==> src/hw/rtl/servo_command_safety_limiter_defines.svh <==
// Assertion helpers for the servo command safety limiter.
// Each use expects clk and arst_n in scope.
`ifndef SERVO_COMMAND_SAFETY_LIMITER_DEFINES_SVH
`define SERVO_COMMAND_SAFETY_LIMITER_DEFINES_SVH

// Same-cycle implication
`define SCLIM_ASSERT_NOW(lbl, ante, cons, msg) \
	lbl: assert property (@(posedge clk) disable iff (!arst_n) (ante) |-> (cons)) \
		else $error(msg);

// Next-cycle implication
`define SCLIM_ASSERT_NEXT(lbl, ante, cons, msg) \
	lbl: assert property (@(posedge clk) disable iff (!arst_n) (ante) |=> (cons)) \
		else $error(msg);

`endif

==> src/hw/rtl/sclim_pkg.sv <==
package sclim_pkg;

	localparam int ANG_W   = 17;
	localparam int ANGX_W  = 18;
	localparam int SPD_W   = 16;
	localparam int CNT_W   = 32;
	localparam int CFG_W   = 17;
	localparam int CFG_AW  = 3;
	localparam int DT_W    = 16;
	localparam int DTC_W   = 8;
	localparam int PROD_W  = 24;
	localparam int MBV_W   = 15;
	localparam int RECIP_W = 21;
	localparam int RECIP_SHIFT = 30;

	// floor(2^30 / 1000); quotient comes out exact or one short
	localparam logic [RECIP_W-1:0] RECIP   = 21'd1073741;
	localparam logic [9:0]         DIVISOR = 10'd1000;

	localparam logic [DTC_W-1:0] DT_MIN = 8'd1;
	localparam logic [DTC_W-1:0] DT_MAX = 8'd200;

	localparam logic signed [ANG_W-1:0] ABSURD_LIMIT = 17'sd36000;

	typedef enum logic [1:0] {
		CMD_FILTER    = 2'd0,
		CMD_ESTOP_SET = 2'd1,
		CMD_ESTOP_CLR = 2'd2,
		CMD_NONE      = 2'd3
	} cmd_e;

	typedef enum logic [CFG_AW-1:0] {
		REG_YAW_LO   = 3'd0,
		REG_YAW_HI   = 3'd1,
		REG_PITCH_LO = 3'd2,
		REG_PITCH_HI = 3'd3,
		REG_SPEED_LO = 3'd4,
		REG_SPEED_HI = 3'd5,
		REG_VELOCITY = 3'd6,
		REG_STEP     = 3'd7
	} reg_idx_e;

	typedef enum logic [2:0] {
		V_OK     = 3'd0,
		V_ABSURD = 3'd1,
		V_TRAVEL = 3'd2,
		V_STEP   = 3'd3,
		V_VEL    = 3'd4,
		V_WDOG   = 3'd5,
		V_ESTOP  = 3'd6
	} verdict_e;

	typedef struct packed {
		logic s1;
		logic s2;
		logic s3;
		logic s4;
		logic s5;
	} pipe_en_t;

	typedef struct packed {
		logic signed [ANG_W-1:0] pos;
		logic signed [ANG_W-1:0] cur;
		logic                    travel;
		logic                    limited;
	} lane_res_t;

	typedef struct packed {
		logic             hold;
		verdict_e         hold_verdict;
		logic [SPD_W-1:0] speed;
		logic             speed_mod;
	} ctl_t;

	// with reversed limits, a value below low gives low and any other gives high
	function automatic logic signed [ANGX_W-1:0] clamp18(
		input logic signed [ANGX_W-1:0] v,
		input logic signed [ANGX_W-1:0] lo,
		input logic signed [ANGX_W-1:0] hi
	);
		return (v < lo) ? lo : ((v > hi) ? hi : v);
	endfunction

endpackage

==> src/hw/rtl/sclim_budget.sv <==
// Per-step travel budget: min(velocity * dt / 1000, step limit).
module sclim_budget (
	input  logic                              clk,
	input  sclim_pkg::pipe_en_t               en,
	input  logic [sclim_pkg::SPD_W-1:0]       velocity_limit,
	input  logic [sclim_pkg::SPD_W-1:0]       step_limit,
	input  logic [sclim_pkg::DT_W-1:0]        step_time_ms,
	output logic [sclim_pkg::SPD_W-1:0]       budget,
	output logic                              vel_sel
);
	import sclim_pkg::*;

	localparam int WIDE_W = PROD_W + RECIP_W;

	logic [DTC_W-1:0]  dtc;
	logic [PROD_W-1:0] prod;
	logic [PROD_W-1:0] prod_s1;
	logic [WIDE_W-1:0] wide;
	logic [MBV_W-1:0]  q0_s2;
	logic [PROD_W-1:0] prod_s2;
	logic [PROD_W-1:0] back;
	logic [PROD_W-1:0] rem;
	logic [SPD_W-1:0]  mbv;
	logic [SPD_W-1:0]  budget_s3;
	logic              vel_s3;

	always_comb begin
		if (step_time_ms == '0) begin
			dtc = DT_MIN;
		end else if (step_time_ms > DT_W'(DT_MAX)) begin
			dtc = DT_MAX;
		end else begin
			dtc = step_time_ms[DTC_W-1:0];
		end
		prod = PROD_W'(velocity_limit) * PROD_W'(dtc);
	end

	assign wide = WIDE_W'(prod_s1) * WIDE_W'(RECIP);

	// reciprocal quotient is at most one short; one compare fixes it
	always_comb begin
		back = PROD_W'(q0_s2) * PROD_W'(DIVISOR);
		rem  = prod_s2 - back;
		mbv  = SPD_W'(q0_s2) + SPD_W'(rem >= PROD_W'(DIVISOR));
	end

	always_ff @(posedge clk) begin
		if (en.s1) begin
			prod_s1 <= prod;
		end
		if (en.s2) begin
			q0_s2   <= wide[RECIP_SHIFT +: MBV_W];
			prod_s2 <= prod_s1;
		end
		if (en.s3) begin
			budget_s3 <= (mbv < step_limit) ? mbv : step_limit;
			vel_s3    <= (mbv <= step_limit);
		end
	end

	assign budget  = budget_s3;
	assign vel_sel = vel_s3;

endmodule

==> src/hw/rtl/sclim_lane.sv <==
// One axis: travel clamp, slew limit against the budget, final clamps.
module sclim_lane #(
	parameter int HARD_MIN = -9000,
	parameter int HARD_MAX = 9000
) (
	input  logic                                clk,
	input  sclim_pkg::pipe_en_t                 en,
	input  logic signed [sclim_pkg::ANG_W-1:0]  req,
	input  logic signed [sclim_pkg::ANG_W-1:0]  cur,
	input  logic signed [sclim_pkg::ANG_W-1:0]  lo,
	input  logic signed [sclim_pkg::ANG_W-1:0]  hi,
	input  logic [sclim_pkg::SPD_W-1:0]         budget,
	output sclim_pkg::lane_res_t                res
);
	import sclim_pkg::*;

	localparam logic signed [ANGX_W-1:0] HARD_LO = ANGX_W'(HARD_MIN);
	localparam logic signed [ANGX_W-1:0] HARD_HI = ANGX_W'(HARD_MAX);

	logic signed [ANGX_W-1:0] lo_x;
	logic signed [ANGX_W-1:0] hi_x;
	logic signed [ANGX_W-1:0] yc_x;
	logic signed [ANG_W-1:0]  yc_s1, yc_s2, yc_s3;
	logic signed [ANG_W-1:0]  cur_s1, cur_s2, cur_s3;
	logic                     trav_s1, trav_s2, trav_s3;

	logic signed [ANGX_W-1:0] d;
	logic        [ANGX_W-1:0] ad;
	logic signed [ANGX_W-1:0] stp;
	logic signed [ANGX_W-1:0] p;
	logic signed [ANGX_W-1:0] p_trav;
	logic signed [ANGX_W-1:0] p_hard;
	logic                     lim;
	lane_res_t                res_s4;

	assign lo_x = ANGX_W'(lo);
	assign hi_x = ANGX_W'(hi);
	assign yc_x = clamp18(ANGX_W'(req), lo_x, hi_x);

	always_comb begin
		d   = ANGX_W'(yc_s3) - ANGX_W'(cur_s3);
		ad  = (d < 0) ? ANGX_W'(-d) : ANGX_W'(d);
		lim = ad > ANGX_W'(budget);
		stp = $signed({2'b00, budget});
		if (!lim) begin
			p = ANGX_W'(yc_s3);
		end else if (d > 0) begin
			p = ANGX_W'(cur_s3) + stp;
		end else begin
			p = ANGX_W'(cur_s3) - stp;
		end
		p_trav = clamp18(p, lo_x, hi_x);
		p_hard = clamp18(p_trav, HARD_LO, HARD_HI);
	end

	always_ff @(posedge clk) begin
		if (en.s1) begin
			yc_s1   <= yc_x[ANG_W-1:0];
			cur_s1  <= cur;
			trav_s1 <= (yc_x[ANG_W-1:0] != req);
		end
		if (en.s2) begin
			yc_s2   <= yc_s1;
			cur_s2  <= cur_s1;
			trav_s2 <= trav_s1;
		end
		if (en.s3) begin
			yc_s3   <= yc_s2;
			cur_s3  <= cur_s2;
			trav_s3 <= trav_s2;
		end
		if (en.s4) begin
			res_s4.pos     <= p_hard[ANG_W-1:0];
			res_s4.cur     <= cur_s3;
			res_s4.travel  <= trav_s3;
			res_s4.limited <= lim;
		end
	end

	assign res = res_s4;

endmodule

==> src/hw/rtl/sclim_merge.sv <==
// Combines both lanes: verdict, modified flag, counters, output register.
module sclim_merge (
	input  logic                               clk,
	input  logic                               arst_n,
	input  logic                               load,
	input  sclim_pkg::ctl_t                    ctl,
	input  sclim_pkg::lane_res_t               yaw,
	input  sclim_pkg::lane_res_t               pitch,
	input  logic                               vel_sel,
	output logic signed [sclim_pkg::ANG_W-1:0] out_yaw,
	output logic signed [sclim_pkg::ANG_W-1:0] out_pitch,
	output logic [sclim_pkg::SPD_W-1:0]        out_speed,
	output sclim_pkg::verdict_e                verdict,
	output logic                               modified,
	output logic [sclim_pkg::CNT_W-1:0]        rejected_count,
	output logic [sclim_pkg::CNT_W-1:0]        clamped_count
);
	import sclim_pkg::*;

	logic signed [ANG_W-1:0] yaw_n, pitch_n;
	verdict_e                verdict_n;
	logic                    mod_n;
	logic [1:0]              clamp_inc;
	logic                    rej_inc;
	logic                    lim_any;
	logic                    trav_any;

	logic signed [ANG_W-1:0] yaw_s5, pitch_s5;
	logic [SPD_W-1:0]        speed_s5;
	verdict_e                verdict_s5;
	logic                    mod_s5;
	logic [CNT_W-1:0]        rej_q, clamp_q;

	always_comb begin
		lim_any  = yaw.limited | pitch.limited;
		trav_any = yaw.travel | pitch.travel;
		if (ctl.hold) begin
			yaw_n     = yaw.cur;
			pitch_n   = pitch.cur;
			verdict_n = ctl.hold_verdict;
			mod_n     = 1'b1;
			rej_inc   = (ctl.hold_verdict == V_ABSURD);
			clamp_inc = 2'd0;
		end else begin
			yaw_n   = yaw.pos;
			pitch_n = pitch.pos;
			if (lim_any) begin
				verdict_n = vel_sel ? V_VEL : V_STEP;
			end else if (trav_any) begin
				verdict_n = V_TRAVEL;
			end else begin
				verdict_n = V_OK;
			end
			mod_n     = (verdict_n != V_OK) | ctl.speed_mod;
			rej_inc   = 1'b0;
			clamp_inc = 2'(trav_any) + 2'(yaw.limited) + 2'(pitch.limited);
		end
	end

	always_ff @(posedge clk or negedge arst_n) begin
		if (!arst_n) begin
			rej_q   <= '0;
			clamp_q <= '0;
		end else if (load) begin
			rej_q   <= rej_q + CNT_W'(rej_inc);
			clamp_q <= clamp_q + CNT_W'(clamp_inc);
		end
	end

	always_ff @(posedge clk) begin
		if (load) begin
			yaw_s5     <= yaw_n;
			pitch_s5   <= pitch_n;
			speed_s5   <= ctl.speed;
			verdict_s5 <= verdict_n;
			mod_s5     <= mod_n;
		end
	end

	assign out_yaw        = yaw_s5;
	assign out_pitch      = pitch_s5;
	assign out_speed      = speed_s5;
	assign verdict        = verdict_s5;
	assign modified       = mod_s5;
	assign rejected_count = rej_q;
	assign clamped_count  = clamp_q;

endmodule

==> src/hw/rtl/servo_command_safety_limiter.sv <==
// Servo command safety limiter: slew-rate limiter with travel clamps.
// Input stream s_*: one request per beat. s_tuser carries the command
// (filter, set e-stop, clear e-stop) and the valid flag of the request;
// s_tdata carries requested and current pose and the step time.
// Only filter requests produce a result; e-stop commands change the latch
// at acceptance and vanish, so later requests see them in order.
// Output stream m_*: safe pose, speed and both counters in m_tdata,
// verdict and modified flag in m_tuser.
// Throughput: one request per cycle unless m_tready stalls; the path is five
// register stages, the first loaded at acceptance (multiply, reciprocal
// multiply, quotient fix-up, per-axis lanes, merge/output register).
// A stalled m_tready holds the output register; earlier stages keep filling
// into empty slots, so s_tready only drops once every stage is occupied.
// Reset: e-stop cleared, counters zero, limit registers to their defaults,
// pipeline empty. Config writes (cfg_we/cfg_addr/cfg_wdata) take effect at
// once and must only happen with the pipeline drained.
module servo_command_safety_limiter #(
	parameter int HARD_MIN_YAW   = -9000,
	parameter int HARD_MAX_YAW   = 9000,
	parameter int HARD_MIN_PITCH = -4500,
	parameter int HARD_MAX_PITCH = 4500
) (
	input  logic                            clk,
	input  logic                            arst_n,

	input  logic                            cfg_we,
	input  logic [sclim_pkg::CFG_AW-1:0]    cfg_addr,
	input  logic [sclim_pkg::CFG_W-1:0]     cfg_wdata,

	input  logic                            s_tvalid,
	output logic                            s_tready,
	// req_yaw, req_pitch, req_speed, cur_yaw, cur_pitch, cur_speed,
	// step_time_ms, zero pad
	input  logic [119:0]                    s_tdata,
	// command, req_valid
	input  logic [2:0]                      s_tuser,

	output logic                            m_tvalid,
	input  logic                            m_tready,
	// out_yaw, out_pitch, out_speed, rejected_count, clamped_count, zero pad
	output logic [119:0]                    m_tdata,
	// verdict, modified
	output logic [3:0]                      m_tuser
);
	import sclim_pkg::*;

	// limit registers
	logic signed [ANG_W-1:0] yaw_lo_q, yaw_hi_q, pitch_lo_q, pitch_hi_q;
	logic [SPD_W-1:0]        speed_lo_q, speed_hi_q, vel_q, step_q;
	logic                    estop_q;

	// request fields
	cmd_e                    command;
	logic                    req_valid;
	logic signed [ANG_W-1:0] req_yaw, req_pitch, req_speed, cur_yaw, cur_pitch;
	logic [DT_W-1:0]         step_time_ms;

	// pipeline control
	logic     v1, v2, v3, v4, v5;
	pipe_en_t en;
	logic     accept;

	// side band carried alongside the lanes
	ctl_t                     ctl_in, ctl_s1, ctl_s2, ctl_s3, ctl_s4;
	logic                     vel_s4;
	logic signed [ANGX_W-1:0] spd_x;
	logic                     absurd;

	logic [SPD_W-1:0] budget;
	logic             vel_sel;
	lane_res_t        yaw_res, pitch_res;

	logic signed [ANG_W-1:0] out_yaw, out_pitch;
	logic [SPD_W-1:0]        out_speed;
	verdict_e                verdict;
	logic                    modified;
	logic [CNT_W-1:0]        rejected_count, clamped_count;

	assign command      = cmd_e'(s_tuser[1:0]);
	assign req_valid    = s_tuser[2];
	assign req_yaw      = s_tdata[16:0];
	assign req_pitch    = s_tdata[33:17];
	assign req_speed    = s_tdata[50:34];
	assign cur_yaw      = s_tdata[67:51];
	assign cur_pitch    = s_tdata[84:68];
	assign step_time_ms = s_tdata[117:102];

	// Configuration
	always_ff @(posedge clk or negedge arst_n) begin
		if (!arst_n) begin
			yaw_lo_q   <= -17'sd3000;
			yaw_hi_q   <= 17'sd3000;
			pitch_lo_q <= -17'sd1000;
			pitch_hi_q <= 17'sd1000;
			speed_lo_q <= 16'd1000;
			speed_hi_q <= 16'd30000;
			vel_q      <= 16'd18000;
			step_q     <= 16'd1500;
		end else if (cfg_we) begin
			unique case (reg_idx_e'(cfg_addr))
				REG_YAW_LO:   yaw_lo_q   <= cfg_wdata;
				REG_YAW_HI:   yaw_hi_q   <= cfg_wdata;
				REG_PITCH_LO: pitch_lo_q <= cfg_wdata;
				REG_PITCH_HI: pitch_hi_q <= cfg_wdata;
				REG_SPEED_LO: speed_lo_q <= cfg_wdata[SPD_W-1:0];
				REG_SPEED_HI: speed_hi_q <= cfg_wdata[SPD_W-1:0];
				REG_VELOCITY: vel_q      <= cfg_wdata[SPD_W-1:0];
				REG_STEP:     step_q     <= cfg_wdata[SPD_W-1:0];
				default:      ;
			endcase
		end
	end

	// Stall chain: a stage moves when it is empty or its successor moves.
	always_comb begin
		en.s5 = !v5 || m_tready;
		en.s4 = !v4 || en.s5;
		en.s3 = !v3 || en.s4;
		en.s2 = !v2 || en.s3;
		en.s1 = !v1 || en.s2;
	end

	assign s_tready = en.s1;
	assign accept   = s_tvalid && s_tready;

	// E-stop latch, updated in request order at acceptance
	always_ff @(posedge clk or negedge arst_n) begin
		if (!arst_n) begin
			estop_q <= 1'b0;
		end else if (accept) begin
			case (command)
				CMD_ESTOP_SET: estop_q <= 1'b1;
				CMD_ESTOP_CLR: estop_q <= 1'b0;
				default:       ;
			endcase
		end
	end

	// Hold decision and speed clamp (held requests leave at the least speed)
	always_comb begin
		absurd = (req_yaw > ABSURD_LIMIT) || (req_yaw < -ABSURD_LIMIT) ||
			(req_pitch > ABSURD_LIMIT) || (req_pitch < -ABSURD_LIMIT);
		spd_x  = clamp18(ANGX_W'(req_speed), $signed({2'b00, speed_lo_q}),
			$signed({2'b00, speed_hi_q}));
		ctl_in.hold = estop_q || !req_valid || absurd;
		if (estop_q) begin
			ctl_in.hold_verdict = V_ESTOP;
		end else if (!req_valid) begin
			ctl_in.hold_verdict = V_WDOG;
		end else begin
			ctl_in.hold_verdict = V_ABSURD;
		end
		ctl_in.speed     = ctl_in.hold ? speed_lo_q : spd_x[SPD_W-1:0];
		ctl_in.speed_mod = (spd_x != ANGX_W'(req_speed));
	end

	always_ff @(posedge clk or negedge arst_n) begin
		if (!arst_n) begin
			v1 <= 1'b0;
			v2 <= 1'b0;
			v3 <= 1'b0;
			v4 <= 1'b0;
			v5 <= 1'b0;
		end else begin
			if (en.s1) v1 <= accept && (command == CMD_FILTER);
			if (en.s2) v2 <= v1;
			if (en.s3) v3 <= v2;
			if (en.s4) v4 <= v3;
			if (en.s5) v5 <= v4;
		end
	end

	always_ff @(posedge clk) begin
		if (en.s1) ctl_s1 <= ctl_in;
		if (en.s2) ctl_s2 <= ctl_s1;
		if (en.s3) ctl_s3 <= ctl_s2;
		if (en.s4) begin
			ctl_s4 <= ctl_s3;
			vel_s4 <= vel_sel;
		end
	end

	sclim_budget u_budget (
		.clk            (clk),
		.en             (en),
		.velocity_limit (vel_q),
		.step_limit     (step_q),
		.step_time_ms   (step_time_ms),
		.budget         (budget),
		.vel_sel        (vel_sel)
	);

	sclim_lane #(
		.HARD_MIN (HARD_MIN_YAW),
		.HARD_MAX (HARD_MAX_YAW)
	) u_lane_yaw (
		.clk    (clk),
		.en     (en),
		.req    (req_yaw),
		.cur    (cur_yaw),
		.lo     (yaw_lo_q),
		.hi     (yaw_hi_q),
		.budget (budget),
		.res    (yaw_res)
	);

	sclim_lane #(
		.HARD_MIN (HARD_MIN_PITCH),
		.HARD_MAX (HARD_MAX_PITCH)
	) u_lane_pitch (
		.clk    (clk),
		.en     (en),
		.req    (req_pitch),
		.cur    (cur_pitch),
		.lo     (pitch_lo_q),
		.hi     (pitch_hi_q),
		.budget (budget),
		.res    (pitch_res)
	);

	sclim_merge u_merge (
		.clk            (clk),
		.arst_n         (arst_n),
		.load           (en.s5 && v4),
		.ctl            (ctl_s4),
		.yaw            (yaw_res),
		.pitch          (pitch_res),
		.vel_sel        (vel_s4),
		.out_yaw        (out_yaw),
		.out_pitch      (out_pitch),
		.out_speed      (out_speed),
		.verdict        (verdict),
		.modified       (modified),
		.rejected_count (rejected_count),
		.clamped_count  (clamped_count)
	);

	assign m_tvalid = v5;
	assign m_tdata  = {6'b0, clamped_count, rejected_count, out_speed, out_pitch, out_yaw};
	assign m_tuser  = {modified, verdict};

	// Checks
	`include "servo_command_safety_limiter_defines.svh"

	localparam logic signed [ANG_W-1:0] YAW_MIN_C   = ANG_W'(HARD_MIN_YAW);
	localparam logic signed [ANG_W-1:0] YAW_MAX_C   = ANG_W'(HARD_MAX_YAW);
	localparam logic signed [ANG_W-1:0] PITCH_MIN_C = ANG_W'(HARD_MIN_PITCH);
	localparam logic signed [ANG_W-1:0] PITCH_MAX_C = ANG_W'(HARD_MAX_PITCH);

	`SCLIM_ASSERT_NOW(a_hold_modified,
		m_tvalid && (verdict == V_ESTOP || verdict == V_WDOG || verdict == V_ABSURD),
		modified, "held result without modified flag")

	`SCLIM_ASSERT_NOW(a_hard_bounds,
		m_tvalid && verdict != V_ESTOP && verdict != V_WDOG && verdict != V_ABSURD,
		out_yaw >= YAW_MIN_C && out_yaw <= YAW_MAX_C &&
		out_pitch >= PITCH_MIN_C && out_pitch <= PITCH_MAX_C,
		"filtered pose outside hardware bounds")

	`SCLIM_ASSERT_NEXT(a_reject_count,
		en.s5 && v4 && ctl_s4.hold && ctl_s4.hold_verdict == V_ABSURD,
		rejected_count == $past(rejected_count) + 32'd1,
		"reject counter missed an absurd request")

endmodule
==> config.mk <==
export PLATFORM = sky130hd
export DESIGN_NAME = servo_command_safety_limiter
export DESIGN_NICKNAME = d
export VERILOG_FILES = /design/src/hw/rtl/sclim_pkg.sv /design/src/hw/rtl/sclim_budget.sv /design/src/hw/rtl/sclim_lane.sv /design/src/hw/rtl/sclim_merge.sv /design/src/hw/rtl/servo_command_safety_limiter.sv
export VERILOG_INCLUDE_DIRS = /design/src /design/src/hw/rtl
export SDC_FILE = /design/constraint.sdc
export NUM_CORES = 2
export LEC_CHECK = 0
export ABC_AREA = 1
export BUFFER_PORTS_ARGS = -buffer_cell sky130_fd_sc_hd__buf_2
export CELL_PAD_IN_SITES_DETAIL_PLACEMENT = 1
export CELL_PAD_IN_SITES_GLOBAL_PLACEMENT = 2
export CORE_MARGIN = 2
export CORE_UTILIZATION = 44
export CTS_BUF_LIST = sky130_fd_sc_hd__clkbuf_2
export CTS_CLUSTER_SIZE = 24
export DETAILED_ROUTE_END_ITERATION = 12
export PLACE_DENSITY = 0.95
export SYNTH_ARGS = -nofsm -noshare
export SYNTH_HDL_FRONTEND = slang
export SYNTH_SLANG_ARGS = --single-unit
export TNS_END_PERCENT = 1
==> constraint.sdc <==
create_clock -name clk -period 19.25 [get_ports clk]
set_input_delay 0.9625 -clock clk [delete_from_list [all_inputs] [get_ports clk]]
set_output_delay 0.9625 -clock clk [all_outputs]
set_load 0.02 [all_outputs]
* Yosys cells after proc, flatten, opt, wreduce, memory -nomap -nowiden *
Cells that the tools add are included.

cells by class
  add/sub/neg operators = 14
  equality and inequality tests = 13
  mux-type cells = 33
  bitwise logic cells = 3
  reductions and logical operators = 35
  $lt $le $gt $ge = 28
  $mul = 3

operators by type and width
  operator                count
  $mux 18                 12
  $mux 17                 8
  $sub 17x17->18          4
  $gt 17x17->1            3
  $lt 17x17->1            3
  $mul 24x21->45 const B  1
  $add 17x17->18          2
  $gt 18x1->1 const B     2
  $gt 18x16->1            2
  $gt 18x17->1            2
  $lt 18x1->1 const B     2
  $lt 18x17->1            2
  $neg 18->18             2
  $gt 17x17->1 const B    2
  $lt 17x17->1 const B    2
  $ne 17x17->1            2
  $add 32x1->32           1
  $add 32x2->32           1
  $mux 16                 2
  $ge 24x10->1 const B    1
  $mul 16x8->24           1
  $sub 24x24->24          1
  $mul 15x7->21 const B   1
  $gt 18x14->1 const B    1
  other kinds (31)        69

word-level totals
  register bits = 703
  logic and storage cells = 200
  output and inout bits = 126
  input bits = 148

* Depth between registers and ports, before layout *
  word-level depth = 10
  gate-level depth with buffers = 63
  mapped depth without buffers = 60

* Cells and area by module *
Synthesis repeated with hierarchy kept, for this count alone.

unflattened totals
  cells, all modules = 6378
  area total of the unflattened synthesis = 55034.0 um2

modules (own cells, without submodules)
  module                        sequential area each (um2)  times used  cells an instance  area each (um2)
  sclim_budget                  2312.2                      1           2131               18276.3
  sclim_lane (u_lane_yaw)       4234.1                      1           1316               10724.0
  sclim_lane (u_lane_pitch)     4234.1                      1           1269               10520.1
  servo_command_safety_limiter  6074.6                      1           1019               9780.6
  sclim_merge                   3223.1                      1           643                5733.0

* Worst setup path before layout *
Ideal clock, no wire load.

  path type = input -> output
  start = in m_tready
  end = out s_tready
  required time = 18288 ps
  stages on the path = 8
  data arrival time = 8124 ps
  setup slack = 10163 ps
  cells stage by stage = nor2_1 > inv_1 > nor2_1 > inv_1 > nor2_1 > inv_1 > nor2_1 > nand2_1

RTL lines
  what                RTL line                            text
  start: declaration  servo_command_safety_limiter.sv:39  input logic m_tready,
  end: declaration    servo_command_safety_limiter.sv:31  output logic s_tready,

* Final worst setup path *
  start = reg u_budget.q0_s2[0]
  end = reg u_budget.budget_s3[9] (netlist: u_budget.budget[9]) (data pin)

between the ends
  longest elaborated chain between the ends = 6

RTL lines
  what                      RTL line            text
  start: declaration        sclim_budget.sv:19  logic [MBV_W-1:0] q0_s2;
  start signal: assignment  sclim_budget.sv:52  q0_s2 <= wide[RECIP_SHIFT +: MBV_W];
  $mul 15x7->21             sclim_budget.sv:42  back = PROD_W'(q0_s2) * PROD_W'(DIVISOR);
  $sub 24x24->24            sclim_budget.sv:43  rem = prod_s2 - back;
  $ge 24x10->1              sclim_budget.sv:44  mbv = SPD_W'(q0_s2) + SPD_W'(rem >= PROD_W'(DIVISOR));
  $add 15x1->16 (*)         sclim_budget.sv:44
  $lt 16x16->1              sclim_budget.sv:56  budget_s3 <= (mbv < step_limit) ? mbv : step_limit;
  $mux 16 (*)               sclim_budget.sv:56
  end signal: assignment    sclim_budget.sv:56
  end: declaration          sclim_budget.sv:24  logic [SPD_W-1:0] budget_s3;

Every way passes the cells marked *; elsewhere a longest branch is shown, timed or not.
A chain may end at the register's enable or synchronous reset.

==> key figures <==
Worst setup path
  • Crit end category: register
  • Critical Path RT: around 21 ns
  • Crit Path Class: reg -> reg
  • Arr. time, crit path: roughly 12 ns
  • Critical path's largest stage delay: between 0.6 and 0.7 ns
  • Most frequent cell on the critical path: inv_1
  • Crit path max fanout: 30
  • Critical-path cell with the highest stage delay: inv_1
  • Startpoint types: register

Floorplan
  • CORE AREA: around 120000 um2
  • Die height: 348 um
  • Die area: ~120000 um2
  • Die Span X: 348 um
  • Top Ports: about 270
  • Initial Util: between 40% and 50%
  • # rows: 126

Synth
  • Post-synthesis cell area: 52000 um2
  • Synth area leader: edfxtp_1
  • Synth Instances: 5683
  • Synthesis Warnings: 0
  • Post-synth top area share: around 29%
  • Synthesized flop and latch total: 700
  • Unique masters post-synth: 68
  • Share of flip-flops with an asynchronous set or reset: between 20% and 30%
  • Synth Flop Type: edfxtp_1
  • Seq/Total Area, Yosys: roughly 39%
  • EDFF count, synth: between 400 and 500
  • Top cells by area, synth: edfxtp_1 (29%), ha_1 (15%), fa_1 (9.6%), nand2_1 (8.6%), inv_1 (7.1%)
  • Syn Area/Cell: approximately 9.1 um2

Detailed routing
  • Violation count after the first detailed-routing iteration: roughly 2500
  • DRT Pass-1 Iters: 6
  • WL final: 166 mm
  • Vias after detailed routing: ~42000
  • Via-per-instance ratio: approximately 5.3
  • Remaining DRCs: 0
  • Routed len/inst: roughly 21 um
  • Antenna-violating nets left: 0

Timing
  • Slew Viols, Final: 0
  • Period utilisation layout: approximately 54%
  • Slew headroom: 22.3%
  • Worst slew pin tran: approximately 1.1 ns
  • Endpoints failing setup: 0
  • RSZ-0062 raised after global routing: false
  • FMAX: between 0.09 and 0.1 GHz
  • Clock Skew: 0.112 ns
  • Final hold viol count: 0
  • Setup TNS: 0 ns
  • Fin crit period: 10.43 ns

Clocking
  • CTS Buffer Depth: 3
  • Skew-Pair Late Insertion Delay: about 1.6 ns
  • Sinks on Clock Net: 700
  • H-Tree Depth: 4
  • Setup repair bufs after CTS: 0
  • CTS tree: done
  • Clk root buf: clkbuf_2
  • CTS clk-pin slew, worst paths: between 0.1 and 0.15 ns
  • CTS Buf Count: 191

Flow run
  • Maxcap violations: 0

Cells and area
  • Nets: about 7200
  • Commonest non-fill, non-tap cells in the layout: nand2_1 (1188), inv_1 (983), ha_1 (641), edfxtp_1 (498), o21ai_0 (405)
  • Non-filler cells, final: 7919
  • Share of post-route cells with drive strength above 1: between 10% and 20%
  • Commonest non-fill, non-tap cell in the layout: nand2_1
  • Fillers: roughly 14000
  • Syn-to-layout area delta: 12.4%
  • Multi-input combinational cell area: between 20000 and 30000 um2
  • Register area: about 20000 um2

Global routing
  • First-pass GRT wire length: about 260 mm
  • Initial antenna violation count: 12
  • Total grt overflow: 0
  • Largest net degree at the start of global routing: a little under 80
  • Total global-route track usage: between 20% and 30%
  • Vias in the first global route: 45700

Placed design
  • DP HPWL: about 130 mm
  • GPL Wtd Cong: ~0.94
  • Placed cell count: 7386
  • Buffers on Ports: 248

Worst hold path
  • Min-delay worst type: in -> reg

Outcome
  • Status: complete, no violations
-- path summary, 6_finish.rpt --
path / slack [ns] / endpoint / cells after the start / startpoint
max: 8.82 / u_budget.budget[9] / 44 / u_budget.q0_s2[0]
min: 0.18 / ctl_s1[12] / 7 / s_tdata[45]
max reg2reg: 8.82 / u_budget.budget[9] / 44 / u_budget.q0_s2[0]
min reg2reg: 0.36 / u_lane_pitch.cur_s3[2] / 0 / u_lane_pitch.cur_s2[2]
max in group asynchronous: 17.72 / estop_q / 4 / arst_n
min in group asynchronous: 0.51 / yaw_lo_q[3] / 3 / arst_n
-- registers in the layout, indices dropped and copies added (netlist names), 21 cells and up --
name and flops:
ctl_s2 21, u_merge.rejected_count 32, ctl_s4 21, u_budget.prod_s1 24, u_lane_pitch.res 36, u_merge.clamped_count 32, ctl_s3 21, ctl_s1 21
u_lane_yaw.res 36, u_budget.prod_s2 21
-- cells by family after synthesis --
group / after synthesis / share of synthesized area, %
flops: 700 / 38.6
other cells: 1 / 0.00722
buf+inv: 1102 / 8.16
fa+ha+maj: 891 / 25.1
xor+xnor: 225 / 3.79
mux: 1 / 0.0217
simple gates: 1887 / 15.1
compound gates: 876 / 9.22
-- critical path: cells and delay by family, from the launching register on --
family / cells / cell delay, ns
AO/OA/AOI/OAI: 16 / 2.86
XOR/XNOR: 2 / 0.57
adder cells (fa/ha/maj): 9 / 3.46
buffers and inverters: 7 / 1.02
flip-flops: 1 / 0.56
AND/OR/NAND/NOR: 10 / 1.63
-- metal layers --
layer  global-route usage [%]  part of all wire (%)
met5                        0                 0.013
met3                     3.77                   4.4
met2                     48.6                    50
met4                     14.3                   5.1
met1                     32.9                    40
-- cell usage after synthesis (all sizes together), types with 26 or more instances --
master	n
nand4	58
nand3	165
nor2	330
buf	26
a21oi	321
dfstp	55
fa	250
clkbuf	78
o21ai	419
nor3	50
nand2	1229
xnor2	60
dfrtp	147
ha	641
inv	997
edfxtp	498
xor2	165
-- cell type report --
cell class                      instances  area share (%)
Antenna cell                           14          0.0600
Clock buffer                          298            2.55
Clock inverter                         55           0.570
Inverter                              998            6.43
Multi-Input combinational cell       3886            47.4
Sequential cell                       700            34.4
Tap cell                             1536            3.29
Timing Repair Buffer                  432            5.25
-- what timing repair did --
action                     CTS  global route
gates resized for setup      0             0
setup endpoints to repair    0             0
hold buffers               166             0
hold endpoints to repair   308             0
-- stage by stage --
stage | setup WS (ns) | hold slack (ns) | util (%) | cell area, um2
detailed placement | 8.97 | 0.405 | 46.6 | 54800
floorplan | 10.16 | 0.400 | - | 52000
CTS | 8.92 | 0.00315 | 49.6 | 58300
finish | 8.82 | 0.183 | 49.6 | 58400
global route | 8.03 | 0.0384 | 49.6 | 58400
global placement | 9.19 | 0.400 | 46.6 | 54800
Power is not shown: default switching activity piles up to over one toggle a cycle in this logic, so the estimate is an artifact.
